File: src/design/oofm_pkg.sv
// ----------------------------------------------------------------------------
// oofm_pkg
// Shared constants and controller/datapath interface types for the offset
// outlier filter.
// ----------------------------------------------------------------------------
package oofm_pkg;

   localparam int DEF_MAX_ITEMS   = 64;
   localparam int DEF_OFFSET_BITS = 24;

   localparam int CSR_ADDR_W = 1;
   localparam int CSR_DATA_W = 16;
   localparam int REG_SLOPE  = 0;
   localparam int REG_BIAS   = 1;

   localparam logic [15:0] SLOPE_RESET = 16'd1311;
   localparam logic [15:0] BIAS_RESET  = 16'd100;

   localparam int IDX_W       = 6;
   localparam int COUNT_W     = 7;
   localparam int EST_W       = 24;
   localparam int RSP_TDATA_W = 40;

   typedef struct packed {
      logic idle;
      logic load;
      logic rank;
      logic scan;
      logic sum;
      logic div;
      logic emit;
   } cmd_type;

   typedef struct packed {
      logic rank_done;
      logic scan_done;
      logic sum_done;
      logic div_done;
      logic emit_done;
   } sts_type;

endpackage

File: src/design/oofm_ctrl.sv
// ----------------------------------------------------------------------------
// oofm_ctrl
// Phase sequencer: load, rank, run scan, kept sum, divide, emit.
// ----------------------------------------------------------------------------
module oofm_ctrl (
   input  logic             clock,
   input  logic             reset,
   input  logic             req_tvalid,
   input  logic             req_tlast,
   output logic             req_tready,
   input  oofm_pkg::sts_type sts,
   output oofm_pkg::cmd_type cmd
);
   import oofm_pkg::*;

   localparam logic [2:0] S_LOAD = 3'd0;
   localparam logic [2:0] S_RANK = 3'd1;
   localparam logic [2:0] S_SCAN = 3'd2;
   localparam logic [2:0] S_SUM  = 3'd3;
   localparam logic [2:0] S_DIV  = 3'd4;
   localparam logic [2:0] S_EMIT = 3'd5;

   logic [2:0] state_ff, state_in;

   always_comb begin
      state_in = state_ff;
      case (state_ff)
         S_LOAD: if (req_tvalid && req_tlast) state_in = S_RANK;
         S_RANK: if (sts.rank_done) state_in = S_SCAN;
         S_SCAN: if (sts.scan_done) state_in = S_SUM;
         S_SUM:  if (sts.sum_done) state_in = S_DIV;
         S_DIV:  if (sts.div_done) state_in = S_EMIT;
         S_EMIT: if (sts.emit_done) state_in = S_LOAD;
         default: state_in = S_LOAD;
      endcase
   end

   always_ff @(posedge clock) begin
      if (reset) begin
         state_ff <= S_LOAD;
      end else begin
         state_ff <= state_in;
      end
   end

   assign req_tready = (state_ff == S_LOAD);
   assign cmd.idle   = (state_ff == S_LOAD);
   assign cmd.load   = (state_ff == S_LOAD) && req_tvalid;
   assign cmd.rank   = (state_ff == S_RANK);
   assign cmd.scan   = (state_ff == S_SCAN);
   assign cmd.sum    = (state_ff == S_SUM);
   assign cmd.div    = (state_ff == S_DIV);
   assign cmd.emit   = (state_ff == S_EMIT);

endmodule

File: config.mk
export PLATFORM = sky130hd
export DESIGN_NAME = oofm_ctrl
export DESIGN_NICKNAME = d
export VERILOG_FILES = /design/src/design/oofm_pkg.sv /design/src/design/oofm_ctrl.sv
export SDC_FILE = /design/constraint.sdc
export NUM_CORES = 1
export LEC_CHECK = 0
export BUFFER_PORTS_ARGS = -buffer_cell sky130_fd_sc_hd__buf_2
export CAP_MARGIN = 20
export CORE_AREA = 2 2 39 41
export CTS_CLUSTER_DIAMETER = 80
export DETAILED_ROUTE_END_ITERATION = 8
export DIE_AREA = 0 0 41 43
export PLACE_DENSITY = 0.48
export SYNTH_ARGS = -nofsm -noshare
export SYNTH_HDL_FRONTEND = slang
export SYNTH_SLANG_ARGS = --single-unit
export TNS_END_PERCENT = 20
File: constraint.sdc
create_clock -name clock -period 1.1 [get_ports clock]
set_input_delay 0.055 -clock clock [delete_from_list [all_inputs] [get_ports clock]]
set_output_delay 0.055 -clock clock [all_outputs]
set_load 0.02 [all_outputs]
==> results.md, run 1 <==
- The run finished, with violations left.
- The final reports fail on negative setup slack.
- The TritonCTS clock tree is yes.
- Including well taps, the total number of placed cells is 67.
- The maximum fanout along the worst path is 6.
- The number of warnings printed during yosys synthesis is 0.
- The synthesized netlist contains 20 unique library cells.
- The cell type of the slowest stage on the worst timing path is sky130_fd_sc_hd__dfxtp_4.
- The final layout contains routed wiring with a total length of 783 microns.
- The number of antenna diodes in the final layout is 0.
- The uppermost signal routing layer after detailed routing is met3.
- The worst flop-to-flop path startpoint is state_ff[0].
- The cell sitting at the root of the clock tree is a sky130_fd_sc_hd__clkbuf_4.
- The y dimension of the die is 43 microns.
- For this configuration, the core starts out at a cell density of 19.6%.
- The HPWL reported at the end of detailed placement is around 560 microns.
- The start point of the worst min-delay path is reset.
- The summed area of non-filler cells in the final layout is just over 500 sq um.
- The DRC marker count from the first detailed-route iteration is 3.
- Per report_power, the combinational group accounts for between 60% and 70% of the total.
- The count of nets left with antenna violations once routing finished came out at 0.
- Dividing the detail-routed wire length by the instance count gives 10.6 microns.
- The worst-case headroom to the max-slew limit is 83.3%.
- Entering global routing, the biggest net connects 7 pins.
- The share of the yosys chip area belonging to registers is 22.1%.
- The clock buffer count from CTS is 3.
- The switching power share of the total is 43.6%.
- The number of antenna violations at the first check in global routing came to 0.
- The final weighted congestion of routability-driven global placement is 0.720.
- From synthesis to final layout, the design area changed by 90.3%.
- The path with the worst hold slack has its endpoint at state_ff[2].
- Summed over all nets, the switching power comes to just over 0.6 mW.
- The cell with the most instances on the worst path is sky130_fd_sc_hd__buf_6.
- The number of sinks on the clock net is 3.
- The die area is 0.00176 sq mm.
- The placement row count is 14.
- After detailed placement, the total cell area comes to 407 sq um.
- Counting every instance in the synthesized netlist gives 33.
- The signal on the critical path passes through buf_6 > nor3_4 > and2_1 > buf_6.
- The number of filler instances in the final layout is 152.
- Summed over all layers, the global routing overflow is 0.
- The critical path buffer and inverter count is 2.
- The post-layout worst setup margin is -0.115 ns.
- The final count of negative-setup-slack endpoints is 9.
- In this run the count of I/O pins placed on the die edge is 17.
- The endpoint identified for the worst register-to-register timing path is state_ff[2].
- Summed over all nets, wire length on met3 after detailed routing comes to 55 microns.
- More flip-flops sit in one register than any other, and that register is state_ff.
- For the pin with the worst max-slew slack, the measured transition is between 0.2 and 0.3 ns.
- The post-route clock skew is 0.00185 ns.
- Across the run, the number of max-cap violations was 0.
- The proportion of power drawn by flip-flops and latches is 17.2%.
- The delay of the slowest cell on the worst path is 0.36 ns.
- Leaving out filler cells and counting taps, the final layout contains 74.
- In this run, the clock network consumes 13.6% of the power.
- After layout, the worst path uses 110% of the clock period.
- The clock latency on the worst-skew pair is 0.23 ns.
- The worst IR drop on VDD is 0.000964 V.
- In this run the number of H-tree levels came out at 1.
- The routed design uses 377 microns of met2 wire.
- The final layout contains 68 nets.
- Along the worst hold path, the cell count comes to 2.
- The synthesis-stage register bit count is 3.
- The family with the most delay on the worst path is flip-flops.
- Setup repair after global routing could not meet its margin everywhere.
- The core region is 0.00138 sq mm.
- The data arrival time of the critical path is 1.16 ns.
- The number of global-route vias before repair is 306.
- The horizontal die dimension is 41 microns.
- The detailed router put a total of between 300 and 400 microns of wire on met1.
- The average via count per standard cell is 4.45.
- The classification of the worst setup path is reg2out.
- The number of endpoints with negative hold slack in the final report is 0.
- For this run, the total global-route usage over all layers was measured as 9.83%.
- Cells with a size suffix above 1 make up 69.0% of the layout.
- The register with the most flip-flops in the layout has 3 of them.
- The max-slew violation count came to 0.
- Counting cells, the worst reg-to-reg path comes to 4.
- The maximum clock frequency is between 0.8 and 0.9 GHz.
- The ratio of total power to cell area is 2720 mW/mm^2.
- STA classifies the critical path startpoint as a flip-flop.
- The largest registers in the layout are state_ff x3.
- The clock slew seen by the registers of the worst setup and hold paths is 0.03 ns.
- The mean area per synthesized cell is 8.23 sq um.
- The total chip power is 1.41 mW.
- The maximum buffer depth of the clock tree is 2.
- The post-synth net total is 42.
- Cell internal power was estimated by the tool at 0.793 mW.
- The time the final worst path needs with I/O delays and setup is about 1.2 ns.
- The required time of the critical path is about 1.0 ns.
- The worst setup path is captured at an output port.
- The number of input and output port buffers inserted is 16.
- After synthesis the cells add up to 272 sq um.
- Summed over all cells, the static leakage comes to 0.226 nW.
- The worst-case register-to-register setup slack is -0.06 ns.
- The global-route wire length before repair is 1230 microns.
- The first TritonRoute pass finished after 3 iterations.
- The worst hold path belongs to the class in2reg.
- The via count of the routed design is 329.
- In the routed design, unresolved DRC markers number 0.
- Hold is met by 0.0378 ns.
-- area by class of cell --
| type | instances | area (sq um) | share of cell area [%] |
|---|---|---|---|
| sequential | 3 | 68.8 | 13.3 |
| multi-input combinational | 24 | 204 | 39.5 |
| inverter | 2 | 7.51 | 1.45 |
| timing repair buffer | 25 | 190 | 36.8 |
| tap | 16 | 20.0 | 3.87 |
| clock buffer | 4 | 26.3 | 5.08 |
-- synthesized netlist by cell type, drive strengths merged --
cell | count | area [sq um]
and2 | 3 | 20.0
a311oi | 1 | 8.76
a21oi | 1 | 5.00
a22oi | 1 | 7.51
a211oi | 2 | 15.0
o31ai | 1 | 7.51
nand2 | 2 | 7.51
o21ai | 1 | 5.00
dfxtp | 3 | 60.1
a32oi | 1 | 16.3
inv | 2 | 7.51
mux2i | 1 | 10.0
nor2 | 1 | 3.75
nor3 | 5 | 25.0
nand3 | 1 | 5.00
buf | 4 | 41.3
nor2b | 2 | 12.5
nand2b | 1 | 13.8
-- what timing repair did --
action | 4_1_cts | 5_1_grt
buffers inserted | 3 | 0
gates cloned | 0 | 0
hold buffers | 0 | 0
resized for setup | 20 | 4
pin swaps | 6 | 2
endpoints found under the setup margin | 10 | 10
-- power by group through the flow --
| stage | clock, mW | combinational [mW] | sequential (mW) |
|---|---|---|---|
| floorplan | 0 | 0.680 | 0.164 |
| global placement | 0 | 0.789 | 0.228 |
| detailed placement | 0 | 0.791 | 0.226 |
| CTS | 0.202 | 0.947 | 0.240 |
| global route | 0.213 | 1.05 | 0.249 |
| finish | 0.191 | 0.973 | 0.242 |
-- logic make-up (layout without fill, tap and decap cells) --
group	count (synthesis)	count (layout)	synth area share [%]
simple gates	15	15	32.3
compound gates	8	8	24.0
buf+inv	6	31	18.0
flops	3	3	22.1
mux	1	1	3.69
-- worst max path at each step --
stage | cells past startpoint | from | end
global route | 4 | state_ff[0] | cmd[5]
global placement | 4 | state_ff[2] | state_ff[2]
detailed placement | 4 | state_ff[2] | state_ff[2]
CTS | 4 | state_ff[0] | cmd[5]
finish | 4 | state_ff[0] | cmd[5]
floorplan | 5 | state_ff[2] | state_ff[2]
-- layer usage --
layer	global-route usage, %	up-vias
met5	0	-
met4	2.00	0
met3	3.14	0
met2	14.7	11
met1	13.5	150
li1	-	168
-- cell usage in the layout (no fill, tap or decap) --
| cell type | Yosys | routed |
|---|---|---|
| sky130_fd_sc_hd__buf_2 | 0 | 10 |
| sky130_fd_sc_hd__buf_6 | 3 | 8 |
| sky130_fd_sc_hd__buf_4 | 1 | 6 |
| sky130_fd_sc_hd__clkbuf_4 | 0 | 3 |
| sky130_fd_sc_hd__and2_1 | 2 | 2 |
| sky130_fd_sc_hd__nor3_2 | 0 | 2 |
| sky130_fd_sc_hd__nor3_4 | 0 | 2 |
| sky130_fd_sc_hd__nand2_1 | 2 | 2 |
| sky130_fd_sc_hd__a211oi_1 | 2 | 2 |
| sky130_fd_sc_hd__dfxtp_4 | 0 | 2 |
| sky130_fd_sc_hd__inv_2 | 0 | 1 |
| sky130_fd_sc_hd__nor2b_4 | 0 | 1 |
| sky130_fd_sc_hd__inv_1 | 2 | 1 |
| sky130_fd_sc_hd__and2_4 | 0 | 1 |
| sky130_fd_sc_hd__nand2b_4 | 1 | 1 |
| sky130_fd_sc_hd__mux2i_1 | 1 | 1 |
| sky130_fd_sc_hd__nor2b_1 | 2 | 1 |
| sky130_fd_sc_hd__a32oi_2 | 1 | 1 |
| sky130_fd_sc_hd__o21ai_1 | 0 | 1 |
| sky130_fd_sc_hd__nand3_1 | 1 | 1 |
| sky130_fd_sc_hd__o31ai_1 | 1 | 1 |
| sky130_fd_sc_hd__nor2_1 | 1 | 1 |
| sky130_fd_sc_hd__a21oi_1 | 1 | 1 |
| sky130_fd_sc_hd__a311oi_1 | 1 | 1 |
| sky130_fd_sc_hd__a22oi_1 | 1 | 1 |
| sky130_fd_sc_hd__nor3_1 | 5 | 1 |
| sky130_fd_sc_hd__clkbuf_1 | 0 | 1 |
| sky130_fd_sc_hd__clkbuf_2 | 0 | 1 |
| sky130_fd_sc_hd__dfxtp_2 | 0 | 1 |
-- stage by stage --
stage | utilization, % | TNS (ns) | setup slack, ns
floorplan | - | -0.0525 | -0.0525
global placement | 29.4 | -0.275 | -0.158
detailed placement | 29.4 | -0.334 | -0.185
CTS | 36.4 | -0.691 | -0.134
global route | 37.3 | -1.10 | -0.180
finish | 37.3 | -0.466 | -0.115
Note: power is estimated with default switching activity, not from simulation.
==> run 2, diff against run 1 <==
--- a/config.mk
+++ b/config.mk
@@ -5,13 +5,15 @@
 export SDC_FILE = /design/constraint.sdc
 export NUM_CORES = 1
 export LEC_CHECK = 0
+export ABC_AREA = 1
 export BUFFER_PORTS_ARGS = -buffer_cell sky130_fd_sc_hd__buf_2
 export CAP_MARGIN = 20
 export CORE_AREA = 2 2 39 41
 export CTS_CLUSTER_DIAMETER = 80
+export CTS_CLUSTER_SIZE = 14
 export DETAILED_ROUTE_END_ITERATION = 8
 export DIE_AREA = 0 0 41 43
-export PLACE_DENSITY = 0.48
+export PLACE_DENSITY = 0.49
 export SYNTH_ARGS = -nofsm -noshare
 export SYNTH_HDL_FRONTEND = slang
 export SYNTH_SLANG_ARGS = --single-unit
==> run 2 against run 1 <==
  * The flow still finishes with violations (negative setup slack)
  * Sequential power grew 3%
  * Clock power is essentially flat
  * Design area up 16%
  * Largest power group unchanged
  * Combinational power up 26%
  * Largest cell class unchanged
==> results.md, run 2 <==
- Result of the run: finished with violations (unchanged).
- Failing checks: negative setup slack (unchanged).
- The worst IR drop on VDD is 0.000991 V (was 0.000964 V).
- The final weighted congestion of routability-driven global placement is 0.716 (was 0.720).
- The initial core utilization was 21.1% (was 19.6%).
- The number of filler instances in the final layout came to 152 (unchanged).
- The overflow left after global routing is 0 (unchanged).
- The hold-critical path endpoint is state_ff[2] (unchanged).
- The required time of the critical path is 1.04 ns (about the same).
- The area growth from synthesis to final layout was 105% (was 90.3%).
- The max-capacitance violation count is 0 (unchanged).
- The synthesis-stage register bit count is 3 (unchanged).
- Commonest cells after routing, fill and taps aside: sky130_fd_sc_hd__nand2_1, sky130_fd_sc_hd__buf_6, sky130_fd_sc_hd__buf_4 (was sky130_fd_sc_hd__buf_2, sky130_fd_sc_hd__buf_6, sky130_fd_sc_hd__buf_4).
- The number of global-route vias before repair is 328 (was 306).
- The time the final worst path needs with I/O delays and setup is 1.18 ns (was 1.22 ns).
- The area of the placeable core was 0.00138 sq mm (unchanged).
- The HPWL reported at the end of detailed placement is 619 microns (was 559 microns).
- The flip-flop count of the largest register, all copies and words added is 3 (unchanged).
- The maximum fanout along the worst path is 4 (was 6).
- The cell type of the slowest stage on the worst timing path is sky130_fd_sc_hd__dfxtp_4 (unchanged).
- The die area was 0.00176 sq mm (unchanged).
- The final count of negative-setup-slack endpoints is 8 (was 9).
- The post-synth net total came to 60 (was 42).
- The number of enable-type register cells in the synthesized netlist is 0 (unchanged).
- The share of the yosys chip area belonging to registers is 20.6% (was 22.1%).
- The commonest register cell after synthesis is sky130_fd_sc_hd__dfxtp_1 (unchanged).
- The number of distinct library cells after synthesis came to 14 (was 20).
- The total standard cell area after synthesis came to 292 sq um (was 272 sq um).
- Cell Chain, Critical Path: nor2_4 > inv_2 > buf_6 > nor2_4 > buf_6 (was buf_6 > nor3_4 > and2_1 > buf_6).
- The number of input and output port buffers inserted came to 16 (unchanged).
- The total wire length is 770 microns (was 783 microns).
- The static leakage power came to 0.318 nW (was 0.226 nW).
- Setup repair after global routing missed its margin: yes (unchanged).
- The count of cells along the worst hold path is 4 (was 2).
- The cell area after placement is 462 sq um (was 407 sq um).
- The critical path buffer and inverter count came to 3 (was 2).
- The horizontal die dimension is 41 microns (unchanged).
- The average via count per standard cell was 3.93 (was 4.45).
- The clock latency on the worst-skew pair is 0.23 ns (about the same).
- The worst-case headroom to the max-slew limit is 85.7% (was 83.3%).
- The critical path launch point type is a flip-flop (unchanged).
- The worst flop-to-flop path startpoint is state_ff[1] (was state_ff[0]).
- The final critical-path share of the clock period was 107% (was 110%).
- The most common cell in the synthesized netlist is sky130_fd_sc_hd__nand2_1 (was sky130_fd_sc_hd__nor3_1).
- The number of nets in the layout is 90 (was 68).
- The endpoint of the lowest-slack register-to-register path is state_ff[0] (was state_ff[2]).
- The placement row count was 14 (unchanged).
- The maximum clock frequency is 0.849 GHz (was 0.823 GHz).
- The clock slew seen by the registers of the worst setup and hold paths was 0.04 ns (was 0.03 ns).
- The largest register by flop count is state_ff (unchanged).
- The cell depth of the worst flop-to-flop path came to 7 (was 4).
- The pre-CTS worst setup slack is -0.104 ns (was -0.185 ns).
- The share of post-route cells with drive strength above 1 was 60.0% (was 69.0%).
- Top cells by instance count after synthesis: sky130_fd_sc_hd__nand2_1, sky130_fd_sc_hd__nor2_1, sky130_fd_sc_hd__inv_1 (was sky130_fd_sc_hd__nor3_1, sky130_fd_sc_hd__buf_6, sky130_fd_sc_hd__dfxtp_1).
- The number of top-level pins was 17 (unchanged).
- The overall global routing resource usage came to 10.3% (was 9.83%).
- The ratio of total power to cell area is 2790 mW/mm^2 (was 2720 mW/mm^2).
- The first-pass iteration count of the detailed router is 2 (was 3).
- The start point of the worst min-delay path is reset (unchanged).
- The number of warnings printed during yosys synthesis is 0 (unchanged).
- The family with the most delay on the worst path is flip-flops (unchanged).
- The maximum buffer depth of the clock tree is 2 (unchanged).
- The category of the worst setup path capture point is an output port (unchanged).
- Cells taking the most area after synthesis: sky130_fd_sc_hd__dfxtp_1, sky130_fd_sc_hd__nand2_1, sky130_fd_sc_hd__nor2_1 (was sky130_fd_sc_hd__dfxtp_1, sky130_fd_sc_hd__buf_6, sky130_fd_sc_hd__nor3_1).
- The post-layout worst setup margin was -0.0778 ns (was -0.115 ns).
- The fraction of synthesized cell area taken by the top area cell type is 20.6% (was 22.1%).
- The library cell occupying the most area in the post-synthesis netlist is sky130_fd_sc_hd__dfxtp_1 (unchanged).
- The total negative slack for setup checks is -0.316 ns (was -0.466 ns).
- The post-synthesis async set-or-reset flop share is 0% (unchanged).
- The via count of the routed design is 377 (was 329).
- The worst-case register-to-register setup slack is -0.03 ns (was -0.06 ns).
- The data arrival time of the critical path is 1.12 ns (was 1.16 ns).
- The number of DRC violations after detailed routing is 0 (unchanged).
- The cell at the root of the clock tree is sky130_fd_sc_hd__clkbuf_4 (unchanged).
- The number of sinks on the clock net is 3 (unchanged).
- The average wire per standard cell is 8.02 microns (was 10.6 microns).
- The worst hold path class is in2reg (unchanged).
- The remaining antenna violation count after routing was 0 (unchanged).
- The post-route clock skew is 0.00402 ns (was 0.00185 ns).
- The max-slew violation count was 0 (unchanged).
- The number of antenna violations at the first check in global routing is 0 (unchanged).
- The global-route wire length before repair was 1230 microns (unchanged).
- The depth of the CTS H-tree is 1 (unchanged).
- The delay of the slowest cell on the worst path is 0.35 ns (was 0.36 ns).
- The mean area per synthesized cell is 5.72 sq um (was 8.23 sq um).
- The number of antenna diodes is 0 (unchanged).
- The DRC marker count from the first detailed-route iteration was 2 (was 3).
- The TritonCTS clock tree is yes (unchanged).
- The pin count of the biggest net entering global routing came to 9 (was 7).
- The number of endpoints with negative hold slack in the final report is 0 (unchanged).
- The y dimension of the die is 43 microns (unchanged).
- Biggest regs: state_ff x3 (unchanged).
- The pin slew with the least headroom to its limit is 0.213 ns (was 0.251 ns).
- The gate count after technology mapping is 51 (was 33).
- The clock buffer count from CTS is 3 (unchanged).
- The summed area of non-filler cells in the final layout is 598 sq um (was 517 sq um).
- The classification of the worst setup path is reg2out (unchanged).
## run 2: cell families (layout without fill, tap and decap cells)
logic type | count (synthesis) | in the layout | share of synthesized area, %
buffers and inverters | 11 | 40 | 15.5
flip-flops | 3 | 3 | 20.6
AO/OA/AOI/OAI | 4 | 4 | 6.87
AND/OR/NAND/NOR | 33 | 33 | 57.1
## run 2: layout make-up
cell class / count / area [sq um] / share of cell area [%]
Clock buffer: 4 / 26.3 / 4.39
Inverter: 10 / 42.5 / 7.11
Multi-Input combinational cell: 37 / 229 / 38.3
Sequential cell: 3 / 71.3 / 11.9
Tap cell: 16 / 20.0 / 3.35
Timing Repair Buffer: 26 / 209 / 34.9
## run 2: through the flow
step                instances  utilization (%)  total power, mW  hold WS [ns]
detailed placement         91             33.4             1.15         0.323
floorplan                  51                -            0.813         0.222
global route               96             43.2             1.80        0.0758
finish                     96             43.2             1.67        0.0694
CTS                        96             39.2             1.57        0.0615
global placement           91             33.4             1.14         0.327
## run 2: tightest hold or removal path: cells and delay by family
family / cells / cell delay [ns]
buffers and inverters: 2 / 0.12
AND/OR/NAND/NOR: 2 / 0.09
## run 2: worst max path at each step
| stage | start | end | slack [ns] | depth (start not counted) |
|---|---|---|---|---|
| finish | state_ff[1] | req_tready | -0.08 | 5 |
| global route | state_ff[1] | cmd[6] | -0.15 | 5 |
| CTS | state_ff[0] | cmd[6] | -0.09 | 5 |
| detailed placement | state_ff[0] | state_ff[0] | -0.10 | 7 |
| global placement | state_ff[0] | state_ff[1] | -0.06 | 7 |
| floorplan | state_ff[2] | state_ff[2] | -0.05 | 5 |
## run 2: where the power goes
| part | internal, mW | switching (mW) |
|---|---|---|
| logic | 0.618 | 0.609 |
| clock network | 0.136 | 0.0565 |
| registers | 0.172 | 0.0780 |
## run 2: timing repair
item                                    in CTS  in global routing
endpoints found under the setup margin      11                 10
setup buffers                                1                  0
hold buffers                                 0                  0
gates resized for setup                     17                 17
pin swaps                                    2                  1
## run 2: routing by layer
| layer | global-route usage (%) | share of wire [%] | wire length, microns | up-vias |
|---|---|---|---|---|
| li1 | - | - | - | 215 |
| met3 | 1.57 | 3.1 | 24 | 0 |
| met1 | 12.5 | 44 | 339 | 157 |
| met4 | 8.00 | 0 | 0 | 0 |
| met2 | 15.3 | 53 | 406 | 5 |
| met5 | 0 | 0 | 0 | - |
==> run 3, diff against run 2 <==
--- a/config.mk
+++ b/config.mk
@@ -10,10 +10,9 @@
 export CAP_MARGIN = 20
 export CORE_AREA = 2 2 39 41
 export CTS_CLUSTER_DIAMETER = 80
-export CTS_CLUSTER_SIZE = 14
 export DETAILED_ROUTE_END_ITERATION = 8
 export DIE_AREA = 0 0 41 43
-export PLACE_DENSITY = 0.49
+export PLACE_DENSITY = 0.48
 export SYNTH_ARGS = -nofsm -noshare
 export SYNTH_HDL_FRONTEND = slang
 export SYNTH_SLANG_ARGS = --single-unit
==> constraint.sdc (replaced) <==
create_clock -name clock -period 1.4 [get_ports clock]
set_input_delay 0.21 -clock clock [delete_from_list [all_inputs] [get_ports clock]]
set_output_delay 0.21 -clock clock [all_outputs]
set_load 0.02 [all_outputs]
==> run 3 against run 2 <==
  * Register-to-register slack improved by 0.21 ns
  * Clock power fell by 22%
  * Critical endpoint is now cmd[1]
  * The flow now finishes without violations
  * Hold slack improved by 0.16 ns
  * Sequential share of layout area rose by 3.0 points
  * Setup slack improved by 0.17 ns
  * Highest routed layer unchanged
  * Flip-flop and latch count did not move
==> results.md, run 3 (synthesis results as in run 2) <==
- The critical path launch point type is a flip-flop (unchanged).
- The share of post-route cells with drive strength above 1 is 44.3% (was 60.0%).
- The overall global routing resource usage is 8.33% (was 10.3%).
- The worst hold path class is in2reg (unchanged).
- The cell depth of the worst flop-to-flop path is 7 (unchanged).
- The number of input and output port buffers inserted was 16 (unchanged).
- The area growth from synthesis to final layout is 44.2% (was 105%).
- The switching power share of the total is 51.6% (was 44.5%).
- The average wire per standard cell is 7.31 microns (was 8.02 microns).
- The placement row count is 14 (unchanged).
- The relative contribution of combinational cells to total power is 63.8% (was 73.5%).
- The worst flop-to-flop path startpoint was state_ff[2] (was state_ff[1]).
- The maximum clock frequency is 0.767 GHz.
- The average via count per standard cell came to 3.94 (was 3.93).
- The total wire length is 629 microns (was 770 microns).
- The post-route clock skew is 0.00131 ns (was 0.00402 ns).
- The DRC marker count from the first detailed-route iteration is 7 (was 2).
- The category of the worst setup path capture point is an output port (unchanged).
- Biggest regs: state_ff x3 (unchanged).
- The final count of negative-setup-slack endpoints is 0 (was 8).
- The total negative slack for setup checks is 0 ns (was -0.316 ns).
- The static leakage power was 0.253 nW (was 0.318 nW).
- The total net switching power is 0.466 mW (was 0.744 mW).
- The number of endpoints with negative hold slack in the final report is 0 (unchanged).
- The clock slew seen by the registers of the worst setup and hold paths came to 0.04 ns (about the same).
- The count of cells along the worst hold path is 4 (unchanged).
- The HPWL reported at the end of detailed placement is 511 microns (was 619 microns).
- The number of nets in the layout is 80 (was 90).
- The clock group share of total power is 16.6% (was 11.5%).
- The first-pass iteration count of the detailed router came to 2 (unchanged).
- The overflow left after global routing is 0 (unchanged).
- The proportion of power drawn by flip-flops and latches came to 19.6% (was 15.0%).
- The worst IR drop on VDD is 0.000882 V (was 0.000991 V).
- The maximum buffer depth of the clock tree is 2 (unchanged).
- The number of sinks on the clock net is 3 (unchanged).
- The ratio of total power to cell area is 2150 mW/mm^2 (was 2790 mW/mm^2).
- The depth of the CTS H-tree is 1 (unchanged).
- The TritonCTS clock tree is yes (unchanged).
- The required time of the critical path is 1.19 ns (was 1.04 ns).
- The maximum fanout along the worst path came to 9 (was 4).
- The classification of the worst setup path is reg2out (unchanged).
- Result of the run: finished clean (was finished with violations).
- The final weighted congestion of routability-driven global placement is 0.699 (was 0.716).
- The number of antenna diodes was 0 (unchanged).
- The number of DRC violations after detailed routing was 0 (unchanged).
- The clock buffer count from CTS came to 3 (unchanged).
- The die area is 0.00176 sq mm (unchanged).
- The final critical-path share of the clock period is 93.1%.
- The global-route wire length before repair is 979 microns (was 1230 microns).
- The max-slew violation count is 0 (unchanged).
- The data arrival time of the critical path is 1.09 ns (was 1.12 ns).
- Setup repair after global routing missed its margin: no (was yes).
- The initial core utilization is 21.1% (unchanged).
- The max-capacitance violation count is 0 (unchanged).
- Commonest cells after routing, fill and taps aside: sky130_fd_sc_hd__buf_2, sky130_fd_sc_hd__nand2_1, sky130_fd_sc_hd__nor2_1 (was sky130_fd_sc_hd__nand2_1, sky130_fd_sc_hd__buf_6, sky130_fd_sc_hd__buf_4).
- The worst-case headroom to the max-slew limit is 84.7% (was 85.7%).
- The worst-case register-to-register setup slack is 0.18 ns (was -0.03 ns).
- The pin slew with the least headroom to its limit is 0.229 ns (was 0.213 ns).
- The remaining antenna violation count after routing was 0 (unchanged).
- The via count of the routed design is 339 (was 377).
- The y dimension of the die was 43 microns (unchanged).
- The number of setup buffers added after CTS is 0 (was 1).
- The number of top-level pins was 17 (unchanged).
- The start point of the worst min-delay path is reset (unchanged).
- The pin count of the biggest net entering global routing came to 10 (was 9).
- The total internal power is 0.437 mW (was 0.926 mW).
- The number of antenna violations at the first check in global routing is 0 (unchanged).
- The endpoint of the lowest-slack register-to-register path is state_ff[1] (was state_ff[0]).
- The cell at the root of the clock tree is sky130_fd_sc_hd__clkbuf_4 (unchanged).
- The cell area after placement came to 384 sq um (was 462 sq um).
- The hold-critical path endpoint is state_ff[1] (was state_ff[2]).
- Leaving out fill and tap cells, the most frequent cell in the layout is sky130_fd_sc_hd__buf_2.
- The largest register by flop count is state_ff (unchanged).
- The horizontal die dimension is 41 microns (unchanged).
- The clock latency on the worst-skew pair is 0.23 ns (about the same).
- The flip-flop count of the largest register, all copies and words added is 3 (unchanged).
- The number of global-route vias before repair is 257 (was 328).
- The summed area of non-filler cells in the final layout was 420 sq um (was 598 sq um).
- After layout, the minimum clock period comes to 1.30 ns.
- The area of the placeable core is 0.00138 sq mm (unchanged).
run 3: final cells by class:
| class | instances | area [sq um] |
|---|---|---|
| flip-flops and latches | 3 | 62.6 |
| inverters | 10 | 37.5 |
| well taps | 16 | 20.0 |
| clock buffers | 4 | 26.3 |
| multi-input cells | 37 | 194 |
| fillers | 161 | 963 |
| repair buffers | 16 | 80.1 |
run 3: worst max path at each step:
| stage | end | startpoint | cells after the start |
|---|---|---|---|
| after CTS | cmd[1] | state_ff[1] | 4 |
| after detailed placement | state_ff[1] | state_ff[2] | 7 |
| after global routing | cmd[1] | state_ff[2] | 3 |
| final | cmd[1] | state_ff[2] | 3 |
| after global placement | state_ff[1] | state_ff[2] | 7 |
| after floorplan | cmd[6] | state_ff[1] | 4 |
run 3: metrics by stage:
stage          util [%]  std cells  power, mW  worst slack [ns]  hold slack, ns
3_5_place_dp       27.8         82      0.737             0.171           0.475
6_report           30.4         86      0.903            0.0967           0.231
2_1_floorplan         -         51      0.620            0.0816           0.377
3_3_place_gp       27.8         82      0.739             0.177           0.483
5_1_grt            30.4         86      0.996            0.0130           0.238
4_1_cts            29.7         86      0.898            0.0116           0.224
run 3: repair_timing:
| item | CTS | global route |
|---|---|---|
| gates resized for setup | 0 | 4 |
| hold buffers | 0 | 0 |
| setup endpoints to repair | 0 | 5 |
run 3: critical path, stage by stage, from the launching register on:
cell	delay, ns
sky130_fd_sc_hd__dfxtp_1	0.41
sky130_fd_sc_hd__inv_2	0.13
sky130_fd_sc_hd__nor2_1	0.15
sky130_fd_sc_hd__buf_2	0.18
run 3: power groups by stage:
stage / clock, mW / combinational (mW) / sequential (mW)
after floorplan: 0 / 0.463 / 0.157
after global placement: 0 / 0.574 / 0.165
after detailed placement: 0 / 0.574 / 0.164
after CTS: 0.160 / 0.575 / 0.162
after global routing: 0.167 / 0.646 / 0.183
final: 0.150 / 0.576 / 0.177
run 3: layer usage:
metal | wire length [microns] | vias to the layer above | GRT usage [%]
met3 | 20 | 0 | 4.71
met2 | 312 | 4 | 10.0
met5 | 0 | - | 0
li1 | - | 194 | -
met4 | 0 | 0 | 4.00
met1 | 297 | 141 | 11.6
